$ cat config.mk
export PLATFORM = sky130hd
export DESIGN_NAME = sha_back
export DESIGN_NICKNAME = d
export VERILOG_FILES = /design/src/design/sha_pkg.sv /design/src/design/sha_back.sv
export SDC_FILE = /design/constraint.sdc
export NUM_CORES = 2
export LEC_CHECK = 0
export BUFFER_PORTS_ARGS = -buffer_cell sky130_fd_sc_hd__buf_2
export CORE_ASPECT_RATIO = 1.2
export CORE_MARGIN = 4
export CORE_UTILIZATION = 50
export CTS_BUF_LIST = sky130_fd_sc_hd__clkbuf_16
export DETAILED_ROUTE_END_ITERATION = 6
export PLACE_DENSITY = 0.7
export SLEW_MARGIN = 20
export SYNTH_ARGS = -nofsm -noshare
export SYNTH_HDL_FRONTEND = slang
export SYNTH_SLANG_ARGS = --single-unit
$ cat constraint.sdc
create_clock -name clk -period 64.6 [get_ports clk]
set_input_delay 6.46 -clock clk [delete_from_list [all_inputs] [get_ports clk]]
set_output_delay 6.46 -clock clk [all_outputs]
set_load 0.02 [all_outputs]
$ cat src/design/sha_pkg.sv
// Package for the SHA-256 compression block: payload types, round constants,
// schedule and round functions. No dependencies.
`default_nettype none
package sha_pkg;

  localparam int ROUND_COUNT = 64;
  localparam int BLOCK_WORDS = 16;
  localparam int CHAIN_WORDS = 8;
  localparam int CFG_IDX_W   = 3;
  localparam int QUEUE_DEPTH = 2;

  typedef struct packed {
    logic [31:0] message_word;
    logic        start_message;
  } in_item_t;

  typedef struct packed {
    logic [31:0] hash_word;
    logic [2:0]  word_index;
    logic        last_word;
  } out_item_t;

  // one block handed from front to back
  typedef struct packed {
    logic [BLOCK_WORDS-1:0][31:0] words;
    logic                          reload;
    logic [CHAIN_WORDS-1:0][31:0] iv;
  } block_t;

  typedef enum logic [1:0] {
    ST_IDLE,
    ST_ROUND,
    ST_ADD,
    ST_EMIT
  } back_state_t;

  function automatic logic [31:0] rotr(input logic [31:0] x, input int n);
    rotr = (x >> n) | (x << (32 - n));
  endfunction

  function automatic logic [31:0] round_k(input logic [5:0] i);
    logic [31:0] k [64];
    k = '{
      32'h428a2f98, 32'h71374491, 32'hb5c0fbcf, 32'he9b5dba5,
      32'h3956c25b, 32'h59f111f1, 32'h923f82a4, 32'hab1c5ed5,
      32'hd807aa98, 32'h12835b01, 32'h243185be, 32'h550c7dc3,
      32'h72be5d74, 32'h80deb1fe, 32'h9bdc06a7, 32'hc19bf174,
      32'he49b69c1, 32'hefbe4786, 32'h0fc19dc6, 32'h240ca1cc,
      32'h2de92c6f, 32'h4a7484aa, 32'h5cb0a9dc, 32'h76f988da,
      32'h983e5152, 32'ha831c66d, 32'hb00327c8, 32'hbf597fc7,
      32'hc6e00bf3, 32'hd5a79147, 32'h06ca6351, 32'h14292967,
      32'h27b70a85, 32'h2e1b2138, 32'h4d2c6dfc, 32'h53380d13,
      32'h650a7354, 32'h766a0abb, 32'h81c2c92e, 32'h92722c85,
      32'ha2bfe8a1, 32'ha81a664b, 32'hc24b8b70, 32'hc76c51a3,
      32'hd192e819, 32'hd6990624, 32'hf40e3585, 32'h106aa070,
      32'h19a4c116, 32'h1e376c08, 32'h2748774c, 32'h34b0bcb5,
      32'h391c0cb3, 32'h4ed8aa4a, 32'h5b9cca4f, 32'h682e6ff3,
      32'h748f82ee, 32'h78a5636f, 32'h84c87814, 32'h8cc70208,
      32'h90befffa, 32'ha4506ceb, 32'hbef9a3f7, 32'hc67178f2};
    round_k = k[i];
  endfunction

  function automatic logic [CHAIN_WORDS-1:0][31:0] iv_reset();
    iv_reset = {32'h5be0cd19, 32'h1f83d9ab, 32'h9b05688c, 32'h510e527f,
                32'ha54ff53a, 32'h3c6ef372, 32'hbb67ae85, 32'h6a09e667};
  endfunction

  function automatic logic [31:0] small_s0(input logic [31:0] x);
    small_s0 = rotr(x, 7) ^ rotr(x, 18) ^ (x >> 3);
  endfunction

  function automatic logic [31:0] small_s1(input logic [31:0] x);
    small_s1 = rotr(x, 17) ^ rotr(x, 19) ^ (x >> 10);
  endfunction

endpackage
`default_nettype wire

$ cat src/design/sha_back.sv
// Back end: schedule expansion, 64 rounds one per cycle, chain add, result beats.
// Uses sha_pkg.
`default_nettype none
module sha_back (
  input  wire logic               clk,
  input  wire logic               rst,
  input  wire logic               blk_valid,
  input  wire sha_pkg::block_t    blk_data,
  output      logic               blk_take,
  output      logic               out_valid,
  output      sha_pkg::out_item_t out_data,
  input  wire logic               out_stall
);

  sha_pkg::back_state_t state, state_next;
  logic [sha_pkg::CHAIN_WORDS-1:0][31:0] chain, v;
  logic [sha_pkg::BLOCK_WORDS-1:0][31:0] w;
  logic [5:0]  rnd;
  logic [2:0]  idx;
  logic [31:0] t1, t2, e, a, w_new;

  assign e = v[4];
  assign a = v[0];
  assign t1 = v[7] + (sha_pkg::rotr(e, 6) ^ sha_pkg::rotr(e, 11) ^ sha_pkg::rotr(e, 25))
            + ((e & v[5]) ^ (~e & v[6])) + sha_pkg::round_k(rnd) + w[0];
  assign t2 = (sha_pkg::rotr(a, 2) ^ sha_pkg::rotr(a, 13) ^ sha_pkg::rotr(a, 22))
            + ((a & v[1]) ^ (a & v[2]) ^ (v[1] & v[2]));
  assign w_new = sha_pkg::small_s1(w[14]) + w[9] + sha_pkg::small_s0(w[1]) + w[0];

  always_comb begin
    state_next = state;
    blk_take   = 1'b0;
    case (state)
      sha_pkg::ST_IDLE: begin
        if (blk_valid) begin
          blk_take   = 1'b1;
          state_next = sha_pkg::ST_ROUND;
        end
      end
      sha_pkg::ST_ROUND: if (rnd == 6'd63) state_next = sha_pkg::ST_ADD;
      sha_pkg::ST_ADD:   state_next = sha_pkg::ST_EMIT;
      sha_pkg::ST_EMIT:  if (!out_stall && idx == 3'd7) state_next = sha_pkg::ST_IDLE;
      default:           state_next = sha_pkg::ST_IDLE;
    endcase
  end

  always_ff @(posedge clk) begin
    if (rst) begin
      state <= sha_pkg::ST_IDLE;
      chain <= sha_pkg::iv_reset();
      rnd   <= '0;
      idx   <= '0;
    end else begin
      state <= state_next;
      case (state)
        sha_pkg::ST_IDLE: begin
          if (blk_valid) begin
            if (blk_data.reload) begin
              chain <= blk_data.iv;
              v     <= blk_data.iv;
            end else begin
              v <= chain;
            end
            w   <= blk_data.words;
            rnd <= '0;
          end
        end
        sha_pkg::ST_ROUND: begin
          for (int j = sha_pkg::CHAIN_WORDS - 1; j > 0; j--) v[j] <= v[j-1];
          v[4] <= v[3] + t1;
          v[0] <= t1 + t2;
          for (int j = 0; j < sha_pkg::BLOCK_WORDS - 1; j++) w[j] <= w[j+1];
          w[15] <= w_new;
          rnd <= rnd + 6'd1;
        end
        sha_pkg::ST_ADD: begin
          for (int j = 0; j < sha_pkg::CHAIN_WORDS; j++) chain[j] <= chain[j] + v[j];
          idx <= '0;
        end
        sha_pkg::ST_EMIT: if (!out_stall) idx <= idx + 3'd1;
        default: ;
      endcase
    end
  end

  assign out_valid           = (state == sha_pkg::ST_EMIT);
  assign out_data.hash_word  = chain[idx];
  assign out_data.word_index = idx;
  assign out_data.last_word  = (idx == 3'd7);

endmodule
`default_nettype wire

==> impl_metrics.csv <==
group,metric,value,unit
status,status,"finished, violations left",
status,violations,"design-rule violations",
detailed_routing,route.detailed.drc,2,
synth,synth.area.top_cells,"edfxtp_1 30%, mux2_2 9.4%, dfxtp_1 7.1%",
clocking,cts_hold_buf,0,
setup_path,r2r_start,"rnd[0]",
synth,yosys.area.top_type_share,0.3047,
clocking,cts_setup_buffers,0,
timing,finalHoldViolCount,0,
floorplan,rows,156,
layout,layout_common_cells,"808 x buf_2, 768 x edfxtp_1, 631 x mux2_2, 532 x o21ai_0, 524 x inv_1",
timing,clock_skew,0.07153,ns
detailed_routing,vias_per_cell,6.266,
synth,postSynthCellCount,7457,
layout,finalNonFillerCells,10178,
timing,slew-limit-headroom,0.1710,
layout,syn_to_final_growth,12.79,%
hold_path,whs_path_depth,2,
detailed_routing,drt_iter0_markers,6646,
clocking,cts_resized,0,
setup_path,timing.rr.end,"a[31]",
floorplan,ios,811,
clocking,clk_latency,0.79,ns
synth,synthXorXnorAreaFrac,0.06571,
placement,post-place-cells,9908,
clocking,cts_sinks,1035,
timing,rsz0062_at_grt,"false",
synth,synth-simple-area-share,0.08432,
timing,setup-tns-final,0,ns
synth,syn_nets,8828,
floorplan,die_area,157700,sq um
floorplan,die-height,434.2,microns
clocking,cts_max_path_buffers,3,
synth,synth_flop_cell,"edfxtp_1",
grt,grt_overflow_total,0,
layout,final_core_util,0.5673,
synth,async_flop_share,0,
timing,whs,0.4942,ns
setup_path,crit_arrival,7.05,ns
detailed_routing,dr_total_vias,63771,
layout,final_common_cell,"buf_2",
synth,synth_compound_area_frac,0.1617,
setup_path,reg2reg_depth,34,
timing,worst_pin_slew,1.244,ns
synth,synth_area,75690,sq um
run,maxCapViolCount,0,
detailed_routing,post_drt_wl_per_cell,29.42,microns
timing,setup_viol,0,
clocking,cts_buffers,114,
placement,gp_congestion,0.9986,
hold_path,whs_endpoint,"chain[127]",
detailed_routing,dr.pass1.iters,7,
grt,grt_max_degree,185,
layout,drive_gt1_frac,0.2261,
grt,antenna_found_initial,104,
grt,grt_pass1_wl,423300,microns
synth,synthAdderAreaFrac,0.1189,
timing,finalCritPeriodShare,0.2091,
clocking,htreeDepth,3,
setup_path,rrSetupSlack,54.14,ns
synth,avgSynthCellArea,10.15,sq um
layout,fill_cells,13014,
hold_path,worstHoldPathType,"reg -> reg",
setup_path,worstPathRequired,58.14,ns
clocking,clk_pin_slew_worst_paths,0.07,ns
grt,grt_pass1_vias,62779,
clocking,clockRootBuffer,"clkbuf_16",
timing,slew_violations,0,
synth,ys_ff_latch,1035,
setup_path,start_kind,"input port",
synth,synth_top_family_by_area,"compound AO/OA/AOI/OAI gates",
setup_path,worstPathMaxFanout,6,
synth,synthDistinctLibCells,94,
hold_path,holdCritStartpoint,"chain[127]",
floorplan,die_w,363.2,microns
floorplan,start_util,0.5030,
synth,synth_edf_count,768,
clocking,cts_tree,"yes",
synth,seq_area_frac_synth,0.3753,
synth,yosysTopAreaCell,"edfxtp_1",
grt,grt_use_total,0.3683,
synth,synthMuxAreaShare,0.1473,
setup_path,worstSetupEndpointType,"primary output",
setup_path,criticalPathCategory,"in -> out",
layout,fin_nets,9420,
floorplan,coreArea,150500,sq um
placement,dp_hpwl,228900,microns
synth,synth_warnings,0,
detailed_routing,ant_nets,0,
timing,min_period,13.51,ns
detailed_routing,drt-total-wl,299400,microns
timing,timing.fmax,74.03,MHz
placement,portBuffers,810,
-- worst max path at each step --
stage / start / to / slack [ns]
after floorplan: rst / a[0] / 23.82
after global placement: blk_valid / blk_take / 51.11
after detailed placement: blk_valid / blk_take / 51.09
after CTS: blk_valid / blk_take / 51.09
after global routing: blk_valid / blk_take / 51.05
final: blk_valid / blk_take / 51.09
-- synth_stat cells (87+ instances only) --
| library cell | count |
|---|---|
| a211oi_1 | 103 |
| a21o_1 | 181 |
| a21oi_1 | 506 |
| clkbuf_1 | 371 |
| dfxtp_1 | 267 |
| edfxtp_1 | 768 |
| fa_1 | 197 |
| ha_1 | 401 |
| inv_1 | 499 |
| mux2_2 | 631 |
| mux2i_1 | 242 |
| nand2_1 | 480 |
| nand3_1 | 87 |
| nor2_1 | 424 |
| nor3_1 | 129 |
| o21ai_0 | 534 |
| xnor2_1 | 348 |
| xor2_1 | 218 |
-- worst max-delay path, stage by stage --
cell and delay, ns:
buf_2 0.10, nand2_1 0.25, inv_1 0.07, buf_2 0.17
-- through the flow --
step | setup slack (ns) | cell area, sq um
3_5_place_dp | 51.09 | 81510
6_report | 51.09 | 85370
5_1_grt | 51.05 | 85300
2_1_floorplan | 23.82 | 75690
4_1_cts | 51.09 | 85220
3_3_place_gp | 51.11 | 81510
-- flip-flops by register name, summed over array words and instances, names as in the netlist --
register,count
rnd,6
state,2
w,512
e,32
chain,256
a,32
v,192
idx,3
-- cells by family after synthesis --
kind of cell	after synthesis
AOI/OAI and AO/OA	1951
DFF	1035
muxes	945
adders and majority gates	602
and+or+nand+nor	1417
buffers and inverters	940
xor gates and xnor gates	567
-- layer usage --
metal	global-route usage	wire length (microns)
met3	0.08603	30350
met2	0.6236	143000
met5	0	405
met4	0.2375	22530
met1	0.4183	103100
-- final cells by class --
class / instances / area (sq um) / area share
Multi-Input combinational cell: 5482 / 43840 / 0.5136
Sequential cell: 1035 / 28420 / 0.3329
Timing Repair Buffer: 912 / 4876 / 0.05711
Clock buffer: 115 / 2878 / 0.03371
Tap cell: 1975 / 2471 / 0.02894
Inverter: 504 / 1896 / 0.02220
Clock inverter: 95 / 835.8 / 0.009790
Antenna cell: 60 / 150.1 / 0.001759
Power is left out: the tool's default activity adds up to more than one toggle a clock period on the data nets, which glitch-free logic cannot reach.
