===== src/design/sha_pkg.sv =====
// Package for the SHA-256 compression block: payload types, round constants,
// schedule and round functions. No dependencies.
`default_nettype none
package sha_pkg;

  localparam int ROUND_COUNT = 64;
  localparam int BLOCK_WORDS = 16;
  localparam int CHAIN_WORDS = 8;
  localparam int CFG_IDX_W   = 3;
  localparam int QUEUE_DEPTH = 2;

  typedef struct packed {
    logic [31:0] message_word;
    logic        start_message;
  } in_item_t;

  typedef struct packed {
    logic [31:0] hash_word;
    logic [2:0]  word_index;
    logic        last_word;
  } out_item_t;

  // one block handed from front to back
  typedef struct packed {
    logic [BLOCK_WORDS-1:0][31:0] words;
    logic                          reload;
    logic [CHAIN_WORDS-1:0][31:0] iv;
  } block_t;

  typedef enum logic [1:0] {
    ST_IDLE,
    ST_ROUND,
    ST_ADD,
    ST_EMIT
  } back_state_t;

  function automatic logic [31:0] rotr(input logic [31:0] x, input int n);
    rotr = (x >> n) | (x << (32 - n));
  endfunction

  function automatic logic [31:0] round_k(input logic [5:0] i);
    logic [31:0] k [64];
    k = '{
      32'h428a2f98, 32'h71374491, 32'hb5c0fbcf, 32'he9b5dba5,
      32'h3956c25b, 32'h59f111f1, 32'h923f82a4, 32'hab1c5ed5,
      32'hd807aa98, 32'h12835b01, 32'h243185be, 32'h550c7dc3,
      32'h72be5d74, 32'h80deb1fe, 32'h9bdc06a7, 32'hc19bf174,
      32'he49b69c1, 32'hefbe4786, 32'h0fc19dc6, 32'h240ca1cc,
      32'h2de92c6f, 32'h4a7484aa, 32'h5cb0a9dc, 32'h76f988da,
      32'h983e5152, 32'ha831c66d, 32'hb00327c8, 32'hbf597fc7,
      32'hc6e00bf3, 32'hd5a79147, 32'h06ca6351, 32'h14292967,
      32'h27b70a85, 32'h2e1b2138, 32'h4d2c6dfc, 32'h53380d13,
      32'h650a7354, 32'h766a0abb, 32'h81c2c92e, 32'h92722c85,
      32'ha2bfe8a1, 32'ha81a664b, 32'hc24b8b70, 32'hc76c51a3,
      32'hd192e819, 32'hd6990624, 32'hf40e3585, 32'h106aa070,
      32'h19a4c116, 32'h1e376c08, 32'h2748774c, 32'h34b0bcb5,
      32'h391c0cb3, 32'h4ed8aa4a, 32'h5b9cca4f, 32'h682e6ff3,
      32'h748f82ee, 32'h78a5636f, 32'h84c87814, 32'h8cc70208,
      32'h90befffa, 32'ha4506ceb, 32'hbef9a3f7, 32'hc67178f2};
    round_k = k[i];
  endfunction

  function automatic logic [CHAIN_WORDS-1:0][31:0] iv_reset();
    iv_reset = {32'h5be0cd19, 32'h1f83d9ab, 32'h9b05688c, 32'h510e527f,
                32'ha54ff53a, 32'h3c6ef372, 32'hbb67ae85, 32'h6a09e667};
  endfunction

  function automatic logic [31:0] small_s0(input logic [31:0] x);
    small_s0 = rotr(x, 7) ^ rotr(x, 18) ^ (x >> 3);
  endfunction

  function automatic logic [31:0] small_s1(input logic [31:0] x);
    small_s1 = rotr(x, 17) ^ rotr(x, 19) ^ (x >> 10);
  endfunction

endpackage
`default_nettype wire


===== src/design/sha_front.sv =====
// Front end: takes message words, builds 16-word blocks, flags an IV reload on start.
// Uses sha_pkg.
`default_nettype none
module sha_front (
  input  wire logic                clk,
  input  wire logic                rst,
  input  wire logic                wr_en,
  input  wire logic [2:0]          wr_index,
  input  wire logic [31:0]         wr_data,
  input  wire sha_pkg::in_item_t   in_data,
  input  wire logic                in_valid,
  output      logic                in_stall,
  output      logic                blk_valid,
  output      sha_pkg::block_t     blk_data,
  input  wire logic                blk_stall
);

  logic [sha_pkg::CHAIN_WORDS-1:0][31:0] iv;
  logic [sha_pkg::BLOCK_WORDS-1:0][31:0] words;
  logic [3:0]  count;
  logic        reload;
  logic [3:0]  slot;
  logic        take;

  // a block waits here only if the queue is full; stall then
  assign in_stall = blk_valid && blk_stall;
  assign take     = in_valid && !in_stall;
  assign slot     = in_data.start_message ? 4'd0 : count;

  always_ff @(posedge clk) begin
    if (rst) begin
      iv <= sha_pkg::iv_reset();
    end else if (wr_en) begin
      iv[wr_index] <= wr_data;
    end
  end

  always_ff @(posedge clk) begin
    if (take) begin
      words[slot] <= in_data.message_word;
    end
  end

  always_ff @(posedge clk) begin
    if (rst) begin
      count     <= '0;
      reload    <= 1'b0;
      blk_valid <= 1'b0;
    end else begin
      if (blk_valid && !blk_stall) begin
        blk_valid <= 1'b0;
      end
      if (take) begin
        count <= slot + 4'd1;
        if (in_data.start_message) begin
          reload <= 1'b1;
        end
        if (slot == 4'd15) begin
          blk_valid <= 1'b1;
        end
      end
      if (blk_valid && !blk_stall && !(take && in_data.start_message)) begin
        reload <= 1'b0;
      end
    end
  end

  // iv sampled at hand-off; the user must make config writes only while idle (not enforced here)
  always_comb begin
    blk_data.words  = words;
    blk_data.reload = reload;
    blk_data.iv     = iv;
  end

endmodule
`default_nettype wire


===== config.mk =====
export PLATFORM = sky130hd
export DESIGN_NAME = sha_front
export DESIGN_NICKNAME = d
export VERILOG_FILES = /design/src/design/sha_pkg.sv /design/src/design/sha_front.sv
export SDC_FILE = /design/constraint.sdc
export NUM_CORES = 1
export LEC_CHECK = 0
export BUFFER_PORTS_ARGS = -buffer_cell sky130_fd_sc_hd__buf_2
export CELL_PAD_IN_SITES_DETAIL_PLACEMENT = 1
export CELL_PAD_IN_SITES_GLOBAL_PLACEMENT = 2
export CORE_AREA = 3 3 326 328
export CTS_CLUSTER_DIAMETER = 200
export DETAILED_ROUTE_END_ITERATION = 8
export DIE_AREA = 0 0 329 331
export PLACE_DENSITY_LB_ADDON = 0.15
export SLEW_MARGIN = 20
export SYNTH_ARGS = -nofsm -noshare
export SYNTH_HDL_FRONTEND = slang
export SYNTH_SLANG_ARGS = --single-unit

===== constraint.sdc =====
create_clock -name clk -period 9.09 [get_ports clk]
set_input_delay 1.818 -clock clk [delete_from_list [all_inputs] [get_ports clk]]
set_output_delay 1.818 -clock clk [all_outputs]
set_load 0.01 [all_outputs]

==> results.toml, run 1 <==
[global_routing]
vias_in_the_first_global_route = 17360
first_pass_grt_wire_length_microns = 152000
met2_usage_pct = 37.14
pin_count_of_the_biggest_net_entering_global_routing = 99
grt_util_all_layers_pct = 20.13
gr-max-usage-layer = "met2"
grtUsageMet3_pct = 7.311
grt.met1_usage_pct = 21.99
grt_antenna_before_repair = 5
gr-total-overflow = 0

[placed_design]
numPortBuffers = 843
hpwlAfterDp_microns = 83570
gp_congestion = 0.7966

[clocking]
postCtsHoldBufs = 0
htree_num_levels = 3
clkSinkCount = 774
post-cts-setup-buffer-count = 0
clock_insertion_delay_at_the_later_pin_of_the_skew_report_ns = 0.66
cts_tree = "built"
clock-root-buffer = "sky130_fd_sc_hd__clkbuf_16"
numCtsBuffers = 89
cts.reportedPaths.clkPinSlew_ns = 0.05
cts-resized-gates = 0
ctsLongestPathBuffers = 3

[floorplan]
row_count = 118
floorplan.initialDensity_pct = 24.49
core_area_sq_um = 103500
die-width_microns = 329
io-pin-count = 844
fp.dieArea_sq_um = 108900
die_h_microns = 331

[status]
outcome = "complete, no violations"

[cells_and_area]
area_growth_pct = 33.51
layout.nets = 2640
fillcell_total = 11230
share_of_layout_cells_above_drive_strength_1_pct = 38.79

[routing]
wl_per_cell_microns = 28.51
routed_wl_microns = 114600
via_per_inst = 4.302
remaining_routing_drc_violations = 0
drt_pass1_iterations = 5
vias = 17290
drt_iter0_markers = 1044
drtAntennaViolNets = 0

[synth]
synth.area.top_cells = "sky130_fd_sc_hd__edfxtp_1 61%, sky130_fd_sc_hd__dfxtp_1 21%, sky130_fd_sc_hd__nand2_1 7.6%, sky130_fd_sc_hd__nand3b_1 4.1%, sky130_fd_sc_hd__a21oi_1 2.5%"
synth_seq_area_share_pct = 81.35
avgSynthCellArea_sq_um = 14.58
mappedNetlistArea_sq_um = 25350
synth_largest_area_cell = "sky130_fd_sc_hd__edfxtp_1"
netlist-cell-type-count = 31
ys_ff_latch = 774
synthesis.instances = 1738
synth_fp_nets = 1811
yosys_warnings = 0
synth.top_cell.area_share_pct = 60.65

[sta]
min_period_over_period_pct = 44.29
setup_repair_after_global_routing_missed_its_margin = "no"
min_period_ns = 4.026
hold_violations = 0
max_slew.worst_pin.slew_ns = 1.131
final.setup.tns_ns = 0
timing.max_slew.rel_slack_pct = 24.60
final-setup-viol-count = 0
final-max-slew-violation-count = 0
fmaxAchievable_mhz = 248.4
clock_skew_ns = 0.02964

[pwr]
static-leakage-power_nw = 13.19
irDropWorstVdd_mv = 0.1394
total_power_mw = 7.754
power-per-cell-area_nw_per_um2 = 229.1

[worst_setup_path]
critical_path.startpoint_type = "input pin"
critPathMaxFanout = 4
timing_worst_setup_path_type = "input pin to output port"
endpoint_kind = "output port"
crit_arrival_ns = 2.21
cp_data_required_time_ns = 7.27

[hold_path]
min-delay-path-class = "register to register"

[job]
cap_violations = 0
## state kept, by name, summed over array words and instances, names as in the netlist
register and cells:
count 4, blk_data 768, blk_valid 1, reload 1
## cell families after synthesis
group	share of synthesized area [%]
AO/OA/AOI/OAI	2.720
buffers and inverters	3.001
flip-flops	81.35
AND/OR/NAND/NOR	12.93
## worst max-delay path, stage by stage
cell,delay (ns)
sky130_fd_sc_hd__buf_2,0.12
sky130_fd_sc_hd__nand2_1,0.09
sky130_fd_sc_hd__inv_1,0.05
sky130_fd_sc_hd__buf_2,0.13
## cell type report
class	instances	area, sq um	share of cell area, %
flip-flops and latches	774	20620	60.93
repair buffers	866	4451	13.15
multi-input cells	832	4090	12.09
clock buffers	112	2375	7.017
well taps	1380	1727	5.102
clock inverters	49	560.5	1.656
inverters	4	15.01	0.04437
diodes	2	5.005	0.01479
## path summary, 6_finish.rpt
check / cells past startpoint / slack (ns) / startpoint / endpoint
worst max-delay path: 4 / 5.06 / blk_stall / in_stall
worst min register to register: 2 / 0.45 / blk_data[136] / blk_data[136]
worst max register to register: 3 / 6.18 / blk_valid / blk_data[461]
worst min-delay path: 2 / 0.45 / blk_data[136] / blk_data[136]
## cells in the mapped netlist
cell type	count
sky130_fd_sc_hd__buf_2	26
sky130_fd_sc_hd__dfxtp_1	262
sky130_fd_sc_hd__edfxtp_1	512
sky130_fd_sc_hd__a31oi_1	1
sky130_fd_sc_hd__nand4b_1	3
sky130_fd_sc_hd__and4b_1	3
sky130_fd_sc_hd__nand4_1	2
sky130_fd_sc_hd__nand3b_1	137
sky130_fd_sc_hd__a21bo_2	1
sky130_fd_sc_hd__inv_1	4
sky130_fd_sc_hd__or3_1	2
sky130_fd_sc_hd__nand4bb_1	3
sky130_fd_sc_hd__nand3_1	2
sky130_fd_sc_hd__buf_6	6
sky130_fd_sc_hd__buf_1	1
sky130_fd_sc_hd__and4bb_2	3
sky130_fd_sc_hd__a211oi_1	2
sky130_fd_sc_hd__nand2_1	515
sky130_fd_sc_hd__and4_1	1
sky130_fd_sc_hd__a21boi_0	1
sky130_fd_sc_hd__nor2_1	20
sky130_fd_sc_hd__nor4_1	1
sky130_fd_sc_hd__a21oi_1	126
sky130_fd_sc_hd__or4b_4	1
sky130_fd_sc_hd__nor3_1	1
sky130_fd_sc_hd__clkbuf_1	45
sky130_fd_sc_hd__buf_4	50
sky130_fd_sc_hd__or4b_1	1
sky130_fd_sc_hd__o21ai_0	4
sky130_fd_sc_hd__nor4b_4	1
sky130_fd_sc_hd__or3b_4	1
## power breakdown
part | total [mW] | switching (mW) | internal, mW
Combinational | 0.316 | 0.236 | 0.0806
Clock | 3.62 | 1.50 | 2.12
Sequential | 3.82 | 0.0219 | 3.80
Total | 7.75 | 1.76 | 5.99
## cells in the final DEF (no fill, tap or decap), types with 3 or more instances in the layout
cell                         count
sky130_fd_sc_hd__buf_2         842
sky130_fd_sc_hd__nand2_1       515
sky130_fd_sc_hd__edfxtp_1      512
sky130_fd_sc_hd__dfxtp_1       262
sky130_fd_sc_hd__nand3b_1      137
sky130_fd_sc_hd__a21oi_1       126
sky130_fd_sc_hd__clkbuf_16      90
sky130_fd_sc_hd__buf_4          19
sky130_fd_sc_hd__clkbuf_1       18
sky130_fd_sc_hd__clkinv_1       16
sky130_fd_sc_hd__nor2_4         13
sky130_fd_sc_hd__clkinv_2       11
sky130_fd_sc_hd__bufinv_16       9
sky130_fd_sc_hd__nor2_1          7
sky130_fd_sc_hd__clkinvlp_4      6
sky130_fd_sc_hd__clkbuf_8        5
sky130_fd_sc_hd__o21ai_0         4
sky130_fd_sc_hd__buf_12          4
sky130_fd_sc_hd__and4bb_2        3
sky130_fd_sc_hd__nand4bb_2       3
sky130_fd_sc_hd__nand4b_1        3
## layer usage
metal | wire [microns] | part of all wire [%]
met4 | 1891 | 1.7
met5 | 13 | 0.011
met1 | 42170 | 37
met2 | 60210 | 53
met3 | 10310 | 9.0
## through the flow
stage	hold slack (ns)	worst slack (ns)	cells	utilization, %	cell area, sq um
floorplan	0.4805	3.138	1738	-	25350
global placement	0.4397	4.616	3852	29.78	30820
detailed placement	0.4449	4.408	3852	29.78	30820
CTS	0.4525	5.064	4013	32.62	33760
global route	0.4727	5.025	4017	32.69	33840
finish	0.4478	5.064	4019	32.70	33840
(Power assumes the default switching activity.)
==> run 2, diff against run 1 <==
==> constraint.sdc (replaced) <==
create_clock -name clk -period 3.9 [get_ports clk]
set_input_delay 0.78 -clock clk [delete_from_list [all_inputs] [get_ports clk]]
set_output_delay 0.78 -clock clk [all_outputs]
set_load 0.01 [all_outputs]
==> results.toml, run 2 (synthesis gave the netlist of run 1 again) <==
[pwr]
p_sw_mw = 4.053
clkPwrFrac_pct = 45.1
irDropWorstVdd_mv = 0.2899
power-per-cell-area_nw_per_um2 = 521.7
comb_power_share_pct = 4.2
power.share.switching_pct = 23.05
internal_power_contribution_mw = 13.53
static-leakage-power_nw = 13.16
power_frac_seq_pct = 50.6

[cells_and_area]
layout_commonest_cell = "sky130_fd_sc_hd__buf_2"
fillcell_total = 11320
layout.nets = 2648
share_of_layout_cells_above_drive_strength_1_pct = 38.77
largest_register_ffs = 768
commonest_non_fill_non_tap_cells_in_the_layout = "842 x sky130_fd_sc_hd__buf_2, 515 x sky130_fd_sc_hd__nand2_1, 512 x sky130_fd_sc_hd__edfxtp_1, 262 x sky130_fd_sc_hd__dfxtp_1, 137 x sky130_fd_sc_hd__nand3b_1"
area_growth_pct = 32.96

[placed_design]
gp_congestion = 0.8163
numPortBuffers = 843
hpwlAfterDp_microns = 84790

[global_routing]
vias_in_the_first_global_route = 17870
grtUsageMet3_pct = 7.771
gr-total-overflow = 0
pin_count_of_the_biggest_net_entering_global_routing = 117
grt.met1_usage_pct = 22.77
first_pass_grt_wire_length_microns = 154800
met2_usage_pct = 35.60
gr-max-usage-layer = "met2"
grt_antenna_before_repair = 12
grt_util_all_layers_pct = 20.61

[worst_setup_path]
crit_arrival_ns = 3.00
critical_path_buf_inv_count = 1
critical_path.startpoint_type = "register"
timing_worst_setup_path_type = "register to register"
r2r.worst_path.cells = 4
endpoint_kind = "register"
cp_num_cells = 4
crit_chain = "a21boi_0 -> nand3_1 -> nor2_4 -> buf_4"
critPathMaxFanout = 14
timing.critical_path.max_delay_family = "simple AND/OR/NAND/NOR gates"
critical_path.slowest_cell = "sky130_fd_sc_hd__a21boi_0"
max_stage_delay_ns = 0.65
cp_data_required_time_ns = 4.25

[sta]
clock_skew_ns = 0.02935
max_slew.worst_pin.slew_ns = 0.9452
hold_slack_ns = 0.4504
min_period_over_period_pct = 67.92
min_period_ns = 2.649
hold_violations = 0
setup_repair_after_global_routing_missed_its_margin = "no"
timing.max_slew.rel_slack_pct = 36.98
fmaxAchievable_mhz = 377.5
final.setup.tns_ns = 0
final-setup-viol-count = 0
final-max-slew-violation-count = 0

[clocking]
clkSinkCount = 774
post-cts-setup-buffer-count = 0
cts.reportedPaths.clkPinSlew_ns = 0.06
cts-resized-gates = 0
postCtsHoldBufs = 0
htree_num_levels = 3
ctsLongestPathBuffers = 3
cts_tree = "built"
clock-root-buffer = "sky130_fd_sc_hd__clkbuf_16"
numCtsBuffers = 87
clock_insertion_delay_at_the_later_pin_of_the_skew_report_ns = 0.67

[floorplan]
die_h_microns = 331
io-pin-count = 844
core_area_sq_um = 103500
floorplan.initialDensity_pct = 24.49
row_count = 118
fp.dieArea_sq_um = 108900
die-width_microns = 329

[routing]
drt_iter0_markers = 1022
drt_pass1_iterations = 5
vias = 17420
via_per_inst = 4.325
drtAntennaViolNets = 0
wl_per_cell_microns = 28.97
routed_wl_microns = 116700
remaining_routing_drc_violations = 0

[status]
outcome = "complete, no violations"

[hold_path]
hold_depth = 2
min-delay-path-class = "register to register"

[job]
cap_violations = 0
## run 2: cell types whose count changed in the layout (fill, tap and decap cells not counted), sizes merged
cell | previous run | this run
clkbuf | 113 | 117
buf | 865 | 875
bufinv | 9 | 3
inv | 7 | 9
clkinvlp | 6 | 1
clkinv | 31 | 33
diode | 2 | 3
## run 2: final cells by class
type	instances	area, sq um	share of cell area [%]
diodes	3	7.507	0.02228
clock buffers	116	2366	7.020
clock inverters	42	367.9	1.091
inverters	4	15.01	0.04455
multi-input cells	832	4099	12.16
flip-flops and latches	774	20620	61.18
well taps	1380	1727	5.123
repair buffers	876	4501	13.35
## run 2: metrics by stage
stage | utilization [%] | std cells | power (mW) | area (sq um) | setup slack (ns)
2_1_floorplan | - | 1738 | 9.388 | 25350 | 0.3251
5_1_grt | 32.56 | 4026 | 18.28 | 33700 | 1.086
4_1_cts | 32.56 | 4024 | 17.88 | 33690 | 1.212
6_report | 32.56 | 4027 | 17.58 | 33700 | 1.251
3_5_place_dp | 29.91 | 3866 | 9.848 | 30960 | 0.6496
3_3_place_gp | 29.91 | 3866 | 9.832 | 30960 | 0.7785
## run 2: worst reg2reg max path, stage by stage, from the launching register on
cell and delay, ns:
sky130_fd_sc_hd__dfxtp_1 0.36, sky130_fd_sc_hd__a21boi_0 0.65, sky130_fd_sc_hd__nand3_1 0.50, sky130_fd_sc_hd__nor2_4 0.50, sky130_fd_sc_hd__buf_4 0.34
## run 2: power groups by stage
stage	Sequential [mW]	Clock, mW	Combinational (mW)
2_1_floorplan	9.12	0	0.265
3_3_place_gp	9.07	0	0.762
3_5_place_dp	9.07	0	0.773
4_1_cts	8.90	8.20	0.775
5_1_grt	8.91	8.56	0.815
6_report	8.90	7.94	0.745
## run 2: worst paths after layout
path	slack, ns	start	endpoint
setup / recovery	1.25	blk_valid	blk_data[608]
hold / removal	0.45	blk_data[51]	blk_data[51]
setup reg to reg	1.25	blk_valid	blk_data[608]
hold reg to reg	0.45	blk_data[51]	blk_data[51]
## run 2: routing by layer
metal,wire length [microns],part of all wire (%),vias to the layer above
met5,12,0.010,-
met4,4672,4.0,2
met3,11000,9.4,175
met2,57600,49,742
met1,43390,37,8776
li1,-,-,7723
