==> src/design/sha_pkg.sv <==
// Package for the SHA-256 compression block: payload types, round constants,
// schedule and round functions. No dependencies.
`default_nettype none
package sha_pkg;

  localparam int ROUND_COUNT = 64;
  localparam int BLOCK_WORDS = 16;
  localparam int CHAIN_WORDS = 8;
  localparam int CFG_IDX_W   = 3;
  localparam int QUEUE_DEPTH = 2;

  typedef struct packed {
    logic [31:0] message_word;
    logic        start_message;
  } in_item_t;

  typedef struct packed {
    logic [31:0] hash_word;
    logic [2:0]  word_index;
    logic        last_word;
  } out_item_t;

  // one block handed from front to back
  typedef struct packed {
    logic [BLOCK_WORDS-1:0][31:0] words;
    logic                          reload;
    logic [CHAIN_WORDS-1:0][31:0] iv;
  } block_t;

  typedef enum logic [1:0] {
    ST_IDLE,
    ST_ROUND,
    ST_ADD,
    ST_EMIT
  } back_state_t;

  function automatic logic [31:0] rotr(input logic [31:0] x, input int n);
    rotr = (x >> n) | (x << (32 - n));
  endfunction

  function automatic logic [31:0] round_k(input logic [5:0] i);
    logic [31:0] k [64];
    k = '{
      32'h428a2f98, 32'h71374491, 32'hb5c0fbcf, 32'he9b5dba5,
      32'h3956c25b, 32'h59f111f1, 32'h923f82a4, 32'hab1c5ed5,
      32'hd807aa98, 32'h12835b01, 32'h243185be, 32'h550c7dc3,
      32'h72be5d74, 32'h80deb1fe, 32'h9bdc06a7, 32'hc19bf174,
      32'he49b69c1, 32'hefbe4786, 32'h0fc19dc6, 32'h240ca1cc,
      32'h2de92c6f, 32'h4a7484aa, 32'h5cb0a9dc, 32'h76f988da,
      32'h983e5152, 32'ha831c66d, 32'hb00327c8, 32'hbf597fc7,
      32'hc6e00bf3, 32'hd5a79147, 32'h06ca6351, 32'h14292967,
      32'h27b70a85, 32'h2e1b2138, 32'h4d2c6dfc, 32'h53380d13,
      32'h650a7354, 32'h766a0abb, 32'h81c2c92e, 32'h92722c85,
      32'ha2bfe8a1, 32'ha81a664b, 32'hc24b8b70, 32'hc76c51a3,
      32'hd192e819, 32'hd6990624, 32'hf40e3585, 32'h106aa070,
      32'h19a4c116, 32'h1e376c08, 32'h2748774c, 32'h34b0bcb5,
      32'h391c0cb3, 32'h4ed8aa4a, 32'h5b9cca4f, 32'h682e6ff3,
      32'h748f82ee, 32'h78a5636f, 32'h84c87814, 32'h8cc70208,
      32'h90befffa, 32'ha4506ceb, 32'hbef9a3f7, 32'hc67178f2};
    round_k = k[i];
  endfunction

  function automatic logic [CHAIN_WORDS-1:0][31:0] iv_reset();
    iv_reset = {32'h5be0cd19, 32'h1f83d9ab, 32'h9b05688c, 32'h510e527f,
                32'ha54ff53a, 32'h3c6ef372, 32'hbb67ae85, 32'h6a09e667};
  endfunction

  function automatic logic [31:0] small_s0(input logic [31:0] x);
    small_s0 = rotr(x, 7) ^ rotr(x, 18) ^ (x >> 3);
  endfunction

  function automatic logic [31:0] small_s1(input logic [31:0] x);
    small_s1 = rotr(x, 17) ^ rotr(x, 19) ^ (x >> 10);
  endfunction

endpackage
`default_nettype wire

==> src/design/sha_queue.sv <==
// Two-entry block queue between front and back ends. Uses sha_pkg.
`default_nettype none
module sha_queue (
  input  wire logic             clk,
  input  wire logic             rst,
  input  wire logic             wr_valid,
  input  wire sha_pkg::block_t  wr_data,
  output      logic             wr_stall,
  output      logic             rd_valid,
  output      sha_pkg::block_t  rd_data,
  input  wire logic             rd_take
);

  sha_pkg::block_t mem [sha_pkg::QUEUE_DEPTH];
  logic       wptr, rptr;
  logic [1:0] fill;
  logic       push, pop;

  assign wr_stall = (fill == 2'd2);
  assign rd_valid = (fill != 2'd0);
  assign push     = wr_valid && !wr_stall;
  assign pop      = rd_take && rd_valid;
  assign rd_data  = mem[rptr];

  always_ff @(posedge clk) begin
    if (push) begin
      mem[wptr] <= wr_data;
    end
  end

  always_ff @(posedge clk) begin
    if (rst) begin
      wptr <= 1'b0;
      rptr <= 1'b0;
      fill <= '0;
    end else begin
      if (push) wptr <= ~wptr;
      if (pop)  rptr <= ~rptr;
      fill <= fill + {1'b0, push} - {1'b0, pop};
    end
  end

endmodule
`default_nettype wire

==> config.mk <==
export PLATFORM = sky130hd
export DESIGN_NAME = sha_queue
export DESIGN_NICKNAME = d
export VERILOG_FILES = /design/src/design/sha_pkg.sv /design/src/design/sha_queue.sv
export SDC_FILE = /design/constraint.sdc
export NUM_CORES = 1
export LEC_CHECK = 0
export BUFFER_PORTS_ARGS = -buffer_cell sky130_fd_sc_hd__buf_2
export CAP_MARGIN = 10
export CORE_AREA = 2 2 600 602
export DETAILED_ROUTE_END_ITERATION = 7
export DIE_AREA = 0 0 602 604
export GPL_TIMING_DRIVEN = 0
export MAX_ROUTING_LAYER = met4
export SLEW_MARGIN = 20
export SYNTH_ARGS = -nofsm -noshare
export SYNTH_HDL_FRONTEND = slang
export SYNTH_SLANG_ARGS = --single-unit
==> constraint.sdc <==
create_clock -name clk -period 25.7 [get_ports clk]
set_input_delay 2.57 -clock clk [delete_from_list [all_inputs] [get_ports clk]]
set_output_delay 2.57 -clock clk [all_outputs]
set_load 0.01 [all_outputs]
==> results.md, run 1 <==
* Sequential share of the synthesized area at 80.1%
* Clk pwr share at 32.5%
* Overall die area at 364,000 sq um
* Area leader, netlist: sky130_fd_sc_hd__edfxtp_1
* Area of the mapped netlist at 57,800 sq um
* Tightest Pin Transition at 645 ps
* Critical-path cell list: clkbuf_2 > buf_6 > buf_8 > buf_6 > mux2_4 > buf_2
* Outcome: finished clean
* Sw Ratio at 31.1%
* Count of H-tree levels built during CTS at 4
* Largest fanout on the critical path at 10
* Detailed Routing Iterations Pass 1 at 5
* CTS Buf Count at 182
* Worst slew margin at 57.0%
* Total number of yosys warnings at 0
* Fraction of final layout cells sized beyond drive strength 1 at 62.3%
* Die Span X at 602 um
* Most common cell type on the critical path: sky130_fd_sc_hd__buf_6
* Antenna violations before repair at 294
* Number of buffers inserted by port buffering at 1,543
* Total power density per cell area at 102 nW/um^2
* Clock tree from TritonCTS: yes
* Number of hold violations in the final report at 0
* Tmin final at 5460 ps
* CTS max path bufs at 4
* Share of the synthesized area in the top cell type at 79.9%
* Startpoint type of the worst setup path: flop
* Switch Pwr at 2500 uW
* Average cell area after synthesis at 23.9 sq um
* Setup clock skew after layout at 85.1 ps
* Crit path DAT at 2890 ps
* Total congestion overflow after global routing at 0
* Req. time, crit path at 23,130 ps
* CTS Root Buffer Type: sky130_fd_sc_hd__clkbuf_16
* Die height at 604 um
* Crit path capture type: primary output
* Number of gates resized after CTS at 0
* Setup repair after global routing missed its margin: false
* Cell variety after synth at 23
* FP Rows at 220
* CTS clock-pin slew for the worst setup and hold paths at 50 ps
* Via count of the first global-routing pass at 32,500
* Min Hold Slack at 512 ps
* Final Slew Violations at 0
* Leakage Power at 0.0288 uW
* Routability congestion estimate from global placement at 0.923
* Post-route DRC violation count at 0
* Routed length per placed instance at 30.3 um
* Leading cell type in the layout, fill and taps excluded: sky130_fd_sc_hd__buf_2
* Pin count of the biggest net entering global routing at 101
* Launch instance of the worst register-to-register path: fill[0]
* Total track usage at 15.1%
* Core box area at 358,000 sq um
* Portion of total power attributed to combinational logic at 27.9%
* DRT antenna net count at 0
* Worst Reg2Reg Path Length in Cells at 8
* Most used cells in the layout excluding fill and tap cells: 1,551 x sky130_fd_sc_hd__buf_2, 1,538 x sky130_fd_sc_hd__edfxtp_1, 500 x sky130_fd_sc_hd__mux2_4
* Type of the worst min-delay path: reg2reg
* Setup violations, final at 0
* Worst-path cell with the longest stage delay: sky130_fd_sc_hd__mux2_4
* Launch instance of the worst min-delay path: rptr
* Crit share post-route at 21.2%
* Max_cap viols at 0
* Mapped Cells at 2,419
* Flop pwr share at 39.6%
* Net count, final at 4,948
* Hpwl dp at 234,000 um
* Sinks on the clock net at 1,543
* WHS Path Cells at 2
* Worst reg2reg setup slack at 22,320 ps
* Nets in the synthesized netlist at 3,194
* Placement-stage cell area at 72,200 sq um
* Final wirelength at 280,000 um
* Global-route wire length before repair at 346,000 um
* Number of primary I/O pins at 1,544
* Starting density of the core at 16.2%
* Endpoint of the worst hold-timing path: rptr
* Slowest stage delay, CP at 390 ps
* Hold buffer count at cts at 0
* Relative area change from synthesis to final layout at 35.9%
* Non-Filler Cell Area, Final at 78,500 sq um
* Via density per instance at 3.54
* FF+latch count, synth at 1,543
* CP Class: reg2out
* Maximum vdd ir drop at 60.1 uV
* Number of DRC violations after detailed-routing iteration 0 at 2,670
* Capture instance of the worst register-to-register path: mem[0][484]
* Total via count after detailed routing at 32,700
* Worst-skew pair later-pin latency at 870 ps
* Cell-internal power at 5540 uW
* Highest Clock Rate at 183 MHz
* Cells taking the most area after synthesis: sky130_fd_sc_hd__edfxtp_1 80%, sky130_fd_sc_hd__mux2_4 13%, sky130_fd_sc_hd__mux2_2 5.2%, sky130_fd_sc_hd__buf_6 0.99%, sky130_fd_sc_hd__buf_4 0.27%
* Number of setup buffers added after CTS at 0
-- Yosys cell counts, drive strengths merged --
cell type,instances
a21oi,1
and3,1
buf,85
clkbuf,1
dfxtp,5
edfxtp,1538
ha,2
inv,4
mux2,769
nand2,1
nand2b,1
nor2,3
nor2b,1
o21a,1
o21ai,1
or2,1
or3,1
xnor2,2
xor2,1
-- metal layers --
| layer | wire, um | GRT usage [%] | vias to the layer above |
|---|---|---|---|
| li1 | - | - | 13500 |
| met1 | 101000 | 15.8 | 16700 |
| met3 | 32200 | 7.22 | 589 |
| met2 | 135000 | 24.8 | 1895 |
| met5 | 0 | - | - |
| met4 | 11800 | 5.61 | 0 |
-- kinds of logic after synthesis --
| kind of cell | Yosys count | share of synthesized area [%] |
|---|---|---|
| DFF | 1543 | 80.1 |
| muxes | 769 | 18.2 |
| buffers and inverters | 90 | 1.50 |
| and+or+nand+nor | 9 | 0.0801 |
| AOI/OAI and AO/OA | 3 | 0.0303 |
| xor gates and xnor gates | 3 | 0.0455 |
| adders and majority gates | 2 | 0.0433 |
-- power groups by stage --
stage / clock network, uW / registers [uW] / logic, uW
2_1_floorplan: 0 / 3500 / 1140
3_3_place_gp: 0 / 3690 / 2250
3_5_place_dp: 0 / 3240 / 2310
4_1_cts: 2700 / 3190 / 2320
5_1_grt: 2780 / 3210 / 2350
6_report: 2610 / 3180 / 2240
-- sequential cells by signal (all words and copies together) (netlist names), named ones only --
signal,count
rptr,1
mem,1538
fill,2
wptr,1
-- worst max-delay path, delay by kind of cell (launching register included) --
family,cells,cell delay (ps)
muxes,1,390
DFF,1,300
buffers and inverters,5,1300
-- stage by stage --
step | setup slack, ps | setup TNS, ps | total power [uW] | util (%) | instances
6_report | 20240 | 0 | 8030 | 22.0 | 9238
3_5_place_dp | 19970 | 0 | 5540 | 20.2 | 8762
3_3_place_gp | -6630 | -6994080 | 5940 | 20.0 | 8735
5_1_grt | 20010 | 0 | 8330 | 21.9 | 9192
2_1_floorplan | 4450 | 0 | 4640 | - | 2419
4_1_cts | 19930 | 0 | 8210 | 21.9 | 9094
-- worst max-delay path by stage --
stage / start / slack [ps] / endpoint
global route: flop / 20010 / rd_data[515]
CTS: flop / 19930 / rd_data[508]
finish: flop / 20240 / rd_data[515]
floorplan: wr_valid / 4450 / mem[1][0]
detailed placement: wr_valid / 19970 / mem[0][513]
global placement: wr_valid / -6630 / mem[1][702]
-- area by class of cell --
cell class                      count  area [sq um]
Antenna cell                      144           360
Sequential cell                  1543         46300
Clock inverter                    120          1250
Fill cell                       37300        279000
Inverter                            4          22.5
Buffer                             86           852
Multi-Input combinational cell    786         10700
Tap cell                         4773          5970
Clock buffer                      212          4730
Timing Repair Buffer             1570          8420
No activity file was read; power rests on OpenSTA's default activity.
==> run 2: changes to the inputs <==
==> constraint.sdc (replaced) <==
create_clock -name clk -period 5.7 [get_ports clk]
set_input_delay 0.57 -clock clk [delete_from_list [all_inputs] [get_ports clk]]
set_output_delay 0.57 -clock clk [all_outputs]
set_load 0.01 [all_outputs]
==> results.md, run 2 (synthesis results as in run 1) <==
* Worst-skew pair later-pin latency at 860 ps
* Routed length per placed instance at 29.2 um
* Leakage Power at 0.0322 uW
* Number of buffers inserted by port buffering at 1,543
* Total Negative Setup Slacks at 0 ps
* Most used cells in the layout excluding fill and tap cells: 1,551 x sky130_fd_sc_hd__buf_2, 1,538 x sky130_fd_sc_hd__edfxtp_1, 770 x sky130_fd_sc_hd__dlygate4sd3_1
* Relative area change from synthesis to final layout at 49.8%
* Count of H-tree levels built during CTS at 4
* Hpwl dp at 243,000 um
* Number of DRC violations after detailed-routing iteration 0 at 3,036
* Outcome: finished clean
* Crit share post-route at 74.7%
* Largest fanout on the critical path at 34
* Worst slew margin at 52.4%
* CTS clock-pin slew for the worst setup and hold paths at 70 ps
* Clock tree from TritonCTS: yes
* Min Hold Slack at 167 ps
* Largest register FFs at 1,538
* Post-route DRC violation count at 0
* Via density per instance at 3.60
* Req. time, crit path at 6240 ps
* Launch instance of the worst min-delay path: wr_valid
* Total via count after detailed routing at 36,000
* Crit path DAT at 4800 ps
* CTS max path bufs at 4
* Most flop-heavy register: mem
* Type of the worst min-delay path: in2reg
* Total track usage at 15.8%
* Tmin final at 4260 ps
* Launch instance of the worst register-to-register path: fill[0]
* DRT antenna net count at 0
* Sequential cell area in the final layout at 46,300 sq um
* Antenna violations before repair at 230
* Placement-stage cell area at 72,500 sq um
* Global-route wire length before repair at 366,000 um
* Routability congestion estimate from global placement at 0.943
* Number of primary I/O pins at 1,544
* Capture instance of the worst register-to-register path: mem[0][583]
* Via count of the first global-routing pass at 36,400
* Highest Clock Rate at 235 MHz
* Worst Reg2Reg Path Length in Cells at 14
* Overall power at 37,400 uW
* Setup clock skew after layout at 33.9 ps
* Worst reg2reg setup slack at 1440 ps
* Pin count of the biggest net entering global routing at 53
* Core box area at 358,000 sq um
* Overall die area at 364,000 sq um
* CTS Root Buffer Type: sky130_fd_sc_hd__clkbuf_16
* Endpoint of the worst hold-timing path: wptr
* Startpoint type of the worst setup path: flop
* Setup repair after global routing missed its margin: false
* FILL cells at 36,800
* Die height at 604 um
* FP Rows at 220
* Total power density per cell area at 432 nW/um^2
* Detailed Routing Iterations Pass 1 at 5
* Max_cap viols at 0
* Non-Filler Cell Area, Final at 86,600 sq um
* Die Span X at 602 um
* Maximum vdd ir drop at 282 uV
* Fraction of final layout cells sized beyond drive strength 1 at 53.3%
* Number of hold violations in the final report at 0
* Crit path capture type: flop
* Setup violations, final at 0
* Leading cell type in the layout, fill and taps excluded: sky130_fd_sc_hd__buf_2
* Final Slew Violations at 0
* Final core area utilization at 24.2%
* Final wirelength at 292,000 um
* Tightest Pin Transition at 714 ps
* Starting density of the core at 16.2%
* CTS Buf Count at 180
* WHS Path Cells at 4
* Net count, final at 5,735
* Sinks on the clock net at 1,543
* Total congestion overflow after global routing at 0
* Area of the multi-input gates at 10,700 sq um
* Registers with the highest flip-flop counts: mem: 1538 flops, fill: 2 flops
* CP Class: reg2reg
[run 2: cell types whose count changed in the layout (fill, tap and decap cells not counted), sizes merged]
| cell | delta |
|---|---|
| bufinv | +7 |
| buf | +19 |
| clkinvlp | -2 |
| dlygate4sd3 | +770 |
| diode | -11 |
| clkinv | -19 |
| clkbuf | -9 |
[run 2: power by group]
part           switching (uW)  total, uW  internal [uW]
combinational            6570      11100           4500
sequential                287      14300          14100
clock                    4900      12000           7060
total                   11800      37400          25600
[run 2: critical path: stages (launching register included)]
cell	delay [ps]
sky130_fd_sc_hd__dfxtp_1	350
sky130_fd_sc_hd__nand2b_1	170
sky130_fd_sc_hd__inv_1	70
sky130_fd_sc_hd__or3_1	360
sky130_fd_sc_hd__clkinvlp_4	490
sky130_fd_sc_hd__buf_12	260
sky130_fd_sc_hd__buf_12	230
sky130_fd_sc_hd__buf_16	210
sky130_fd_sc_hd__buf_12	230
sky130_fd_sc_hd__buf_12	230
sky130_fd_sc_hd__buf_12	240
sky130_fd_sc_hd__buf_12	220
sky130_fd_sc_hd__buf_12	220
sky130_fd_sc_hd__buf_12	240
sky130_fd_sc_hd__buf_12	250
[run 2: cell type report]
| class | count | area share, % |
|---|---|---|
| diodes | 133 | 0.384 |
| plain buffers | 86 | 0.984 |
| clock buffers | 203 | 5.38 |
| clock inverters | 106 | 1.56 |
| inverters | 4 | 0.0217 |
| multi-input cells | 786 | 12.3 |
| flip-flops and latches | 1543 | 53.5 |
| well taps | 4773 | 6.90 |
| repair buffers | 2359 | 19.0 |
[run 2: worst max-delay path by stage]
stage                     startpoint     endpoint  slack [ps]
after floorplan             wr_valid    mem[0][0]       -7000
after global placement      wr_valid  mem[0][590]      -14980
after detailed placement    wr_valid  mem[0][584]        1230
after CTS                    fill[0]  mem[0][561]        1430
after global routing         fill[0]  mem[0][605]        1220
final                        fill[0]  mem[0][583]        1440
[run 2: layer usage]
metal | global-route usage, % | up-vias | wire, um
met2 | 25.4 | 2029 | 138000
met5 | - | - | 0
met4 | 6.40 | 0 | 14300
met1 | 18.2 | 18400 | 113000
met3 | 4.93 | 529 | 26500
li1 | - | 15000 | -
[run 2: repair_timing]
item / 4_1_cts / 5_1_grt
buffers inserted: 0 / 0
hold endpoints to repair: 1543 / 0
gates resized for setup: 0 / 0
hold buffers: 770 / 0
[run 2: stage by stage]
stage | setup WS, ps | std cells
global route | 1220 | 9953
global placement | -14980 | 8735
detailed placement | 1230 | 8781
CTS | 1430 | 9860
finish | 1440 | 9993
floorplan | -7000 | 2419
==> run 3: changes to the inputs <==
--- a/config.mk
+++ b/config.mk
@@ -5,6 +5,7 @@
 export SDC_FILE = /design/constraint.sdc
 export NUM_CORES = 1
 export LEC_CHECK = 0
+export ABC_AREA = 1
 export BUFFER_PORTS_ARGS = -buffer_cell sky130_fd_sc_hd__buf_2
 export CAP_MARGIN = 10
 export CORE_AREA = 2 2 600 602
==> constraint.sdc (replaced) <==
create_clock -name clk -period 3.5 [get_ports clk]
set_input_delay 0.35 -clock clk [delete_from_list [all_inputs] [get_ports clk]]
set_output_delay 0.35 -clock clk [all_outputs]
set_load 0.01 [all_outputs]
==> results.md, run 3 <==
* Number of buffers inserted by port buffering at 1,543
* Registers with the highest flip-flop counts: mem: 1538 flops, fill: 2 flops
* Prevailing post-synth register cell: sky130_fd_sc_hd__edfxtp_1
* Sinks on the clock net at 1,543
* Total track usage at 16.0%
* CTS max path bufs at 4
* Worst slew margin at 63.2%
* Non-Filler Cell Area, Final at 86,900 sq um
* Layer with the highest usage: met2
* CTS Buf Count at 184
* Met1 track demand over resource in global routing at 17.7%
* Pre-CTS setup slack at 400 ps
* Req. time, crit path at 3150 ps
* DRT antenna net count at 0
* Setup clock skew after layout at 42.4 ps
* Fraction of final layout cells sized beyond drive strength 1 at 53.2%
* Die Span X at 602 um
* Area of the mapped netlist at 57,800 sq um
* Leakage Power at 0.0324 uW
* Worst-skew pair later-pin latency at 870 ps
* Met2 global-route usage at 27.3%
* Type of the worst min-delay path: in2reg
* Number of setup buffers added after CTS at 0
* Share of the synthesized area in the top cell type at 80.0%
* Critical-path cell list: buf_2 > buf_12 > buf_8 > buf_6 > mux2_4 > buf_2
* Via density per instance at 3.54
* Number of DRC violations after detailed-routing iteration 0 at 2,729
* Total congestion overflow after global routing at 0
* Largest register FFs at 1,538
* Pin count of the biggest net entering global routing at 34
* Largest fanout on the critical path at 10
* Count of H-tree levels built during CTS at 4
* Crit share post-route at 91.9%
* Setup violations, final at 0
* FP Rows at 220
* Crit path DAT at 2860 ps
* Net count, final at 5,777
* Final core area utilization at 24.3%
* Average cell area after synthesis at 23.8 sq um
* Routability congestion estimate from global placement at 0.928
* CTS Root Buffer Type: sky130_fd_sc_hd__clkbuf_16
* Most used cells in the layout excluding fill and tap cells: 1,571 x sky130_fd_sc_hd__buf_2, 1,538 x sky130_fd_sc_hd__edfxtp_1, 772 x sky130_fd_sc_hd__dlygate4sd3_1
* Number of hold violations in the final report at 0
* Top delay family on crit path: buffers and inverters
* Nets in the synthesized netlist at 3,206
* Antenna violations before repair at 204
* Global-route wire length before repair at 369,000 um
* Setup repair after global routing missed its margin: false
* Highest Clock Rate at 311 MHz
* Placement-stage cell area at 73,000 sq um
* Tmin final at 3210 ps
* Maximum vdd ir drop at 455 uV
* Final Slew Violations at 0
* Mapped Cells at 2,431
* Startpoint type of the worst setup path: flop
* CP Class: reg2out
* Overall power at 61,200 uW
* Global routing usage on met3 at 5.08%
* Total number of yosys warnings at 0
* Share of async-settable or async-resettable flops after synthesis at 0%
* Sequential share of the synthesized area at 80.1%
* Routed length per placed instance at 29.4 um
* Overall die area at 364,000 sq um
* Most frequent cells after synthesis: 1,538 x sky130_fd_sc_hd__edfxtp_1, 500 x sky130_fd_sc_hd__mux2_4, 269 x sky130_fd_sc_hd__mux2_2
* Worst-path cell with the longest stage delay: sky130_fd_sc_hd__mux2_4
* CTS clock-pin slew for the worst setup and hold paths at 60 ps
* Area leader, netlist: sky130_fd_sc_hd__edfxtp_1
* Most common cell type on the critical path: sky130_fd_sc_hd__buf_2
* Slowest stage delay, CP at 390 ps
* Crit path capture type: primary output
* Number of enable flip-flop cells after synthesis at 1,538
* Max_cap viols at 0
* Total Negative Setup Slacks at 0 ps
* Crit path buffers/inverters at 5
* Most flop-heavy register: mem
* Detailed Routing Iterations Pass 1 at 5
* Final worst slack at 285 ps
* Clock tree from TritonCTS: yes
* Leading cell type in the layout, fill and taps excluded: sky130_fd_sc_hd__buf_2
* Cells taking the most area after synthesis: sky130_fd_sc_hd__edfxtp_1 80%, sky130_fd_sc_hd__mux2_4 13%, sky130_fd_sc_hd__mux2_2 5.2%, sky130_fd_sc_hd__buf_6 1.1%, sky130_fd_sc_hd__buf_2 0.25%
* Post-route DRC violation count at 0
* Total via count after detailed routing at 35,400
* FF+latch count, synth at 1,543
* Core box area at 358,000 sq um
* Hpwl dp at 247,000 um
* Die height at 604 um
* Number of primary I/O pins at 1,544
* Relative area change from synthesis to final layout at 50.4%
* Starting density of the core at 16.2%
* Tightest Pin Transition at 550 ps
* Final wirelength at 294,000 um
* Most frequent cell after synthesis: sky130_fd_sc_hd__edfxtp_1
* Total power density per cell area at 704 nW/um^2
* Cell variety after synth at 13
* Via count of the first global-routing pass at 36,400
* Outcome: finished clean
run 3: worst reg2reg max path: stages, from the launching register on:
cell	delay (ps)
sky130_fd_sc_hd__dfxtp_2	340
sky130_fd_sc_hd__inv_2	40
sky130_fd_sc_hd__nand2_2	90
sky130_fd_sc_hd__nand3_2	120
sky130_fd_sc_hd__clkinvlp_4	220
sky130_fd_sc_hd__buf_12	230
sky130_fd_sc_hd__buf_12	240
sky130_fd_sc_hd__buf_12	280
sky130_fd_sc_hd__buf_12	250
sky130_fd_sc_hd__buf_12	260
sky130_fd_sc_hd__buf_12	270
sky130_fd_sc_hd__buf_12	260
sky130_fd_sc_hd__buf_16	190
run 3: kinds of logic (layout without fill, tap and decap cells):
kind of cell,Yosys count,in the layout,synth area share [%]
flip-flops,1543,1543,80.1
multiplexers,769,769,18.2
buffers and inverters,95,2811,1.41
AND/OR/NAND/NOR,20,20,0.136
adder cells (fa/ha/maj),2,2,0.0433
AO/OA/AOI/OAI,2,2,0.0173
other,0,76,0
run 3: stage by stage:
step / cells / hold WS (ps)
2_1_floorplan: 2431 / 414
3_3_place_gp: 8747 / 527
3_5_place_dp: 8817 / 497
4_1_cts: 9920 / 69.5
5_1_grt: 9978 / 128
6_report: 9996 / 205
run 3: path summary, 6_finish.rpt:
path / start / endpoint / slack (ps) / cells past startpoint
hold / removal: wr_data[757] / mem[1][757] / 210 / 2
hold reg to reg: rptr / flop / 530 / 2
setup / recovery: flop / rd_data[706] / 290 / 6
setup reg to reg: fill[0] / mem[1][282] / 410 / 12
run 3: layer usage:
metal / wire length [um] / vias up / part of all wire, %
met5: 0 / - / 0
met3: 24100 / 485 / 8.2
met1: 112000 / 18200 / 38
li1: - / 15000 / -
met2: 147000 / 1676 / 50
met4: 11100 / 0 / 3.8
run 3: final cells by class:
type                    instances  area [sq um]
repair buffers               2385         17000
diodes                         76           190
multi-input cells             793         10700
flip-flops and latches       1543         46300
well taps                    4773          5970
plain buffers                  86           802
clock inverters               109          1160
inverters                       9          37.5
fillers                     36800        271000
clock buffers                 222          4770
run 3: power by group:
part	leakage [uW]	switching [uW]	internal (uW)
Sequential	0.0144	550	23300
Clock	0.00285	8070	10900
Combinational	0.0151	10800	7490
run 3: repair_timing:
action | 4_1_cts | 5_1_grt
hold endpoints to repair | 1548 | 0
endpoints found under the setup margin | 50 | 0
gates resized for setup | 5 | 0
hold buffers | 772 | 0
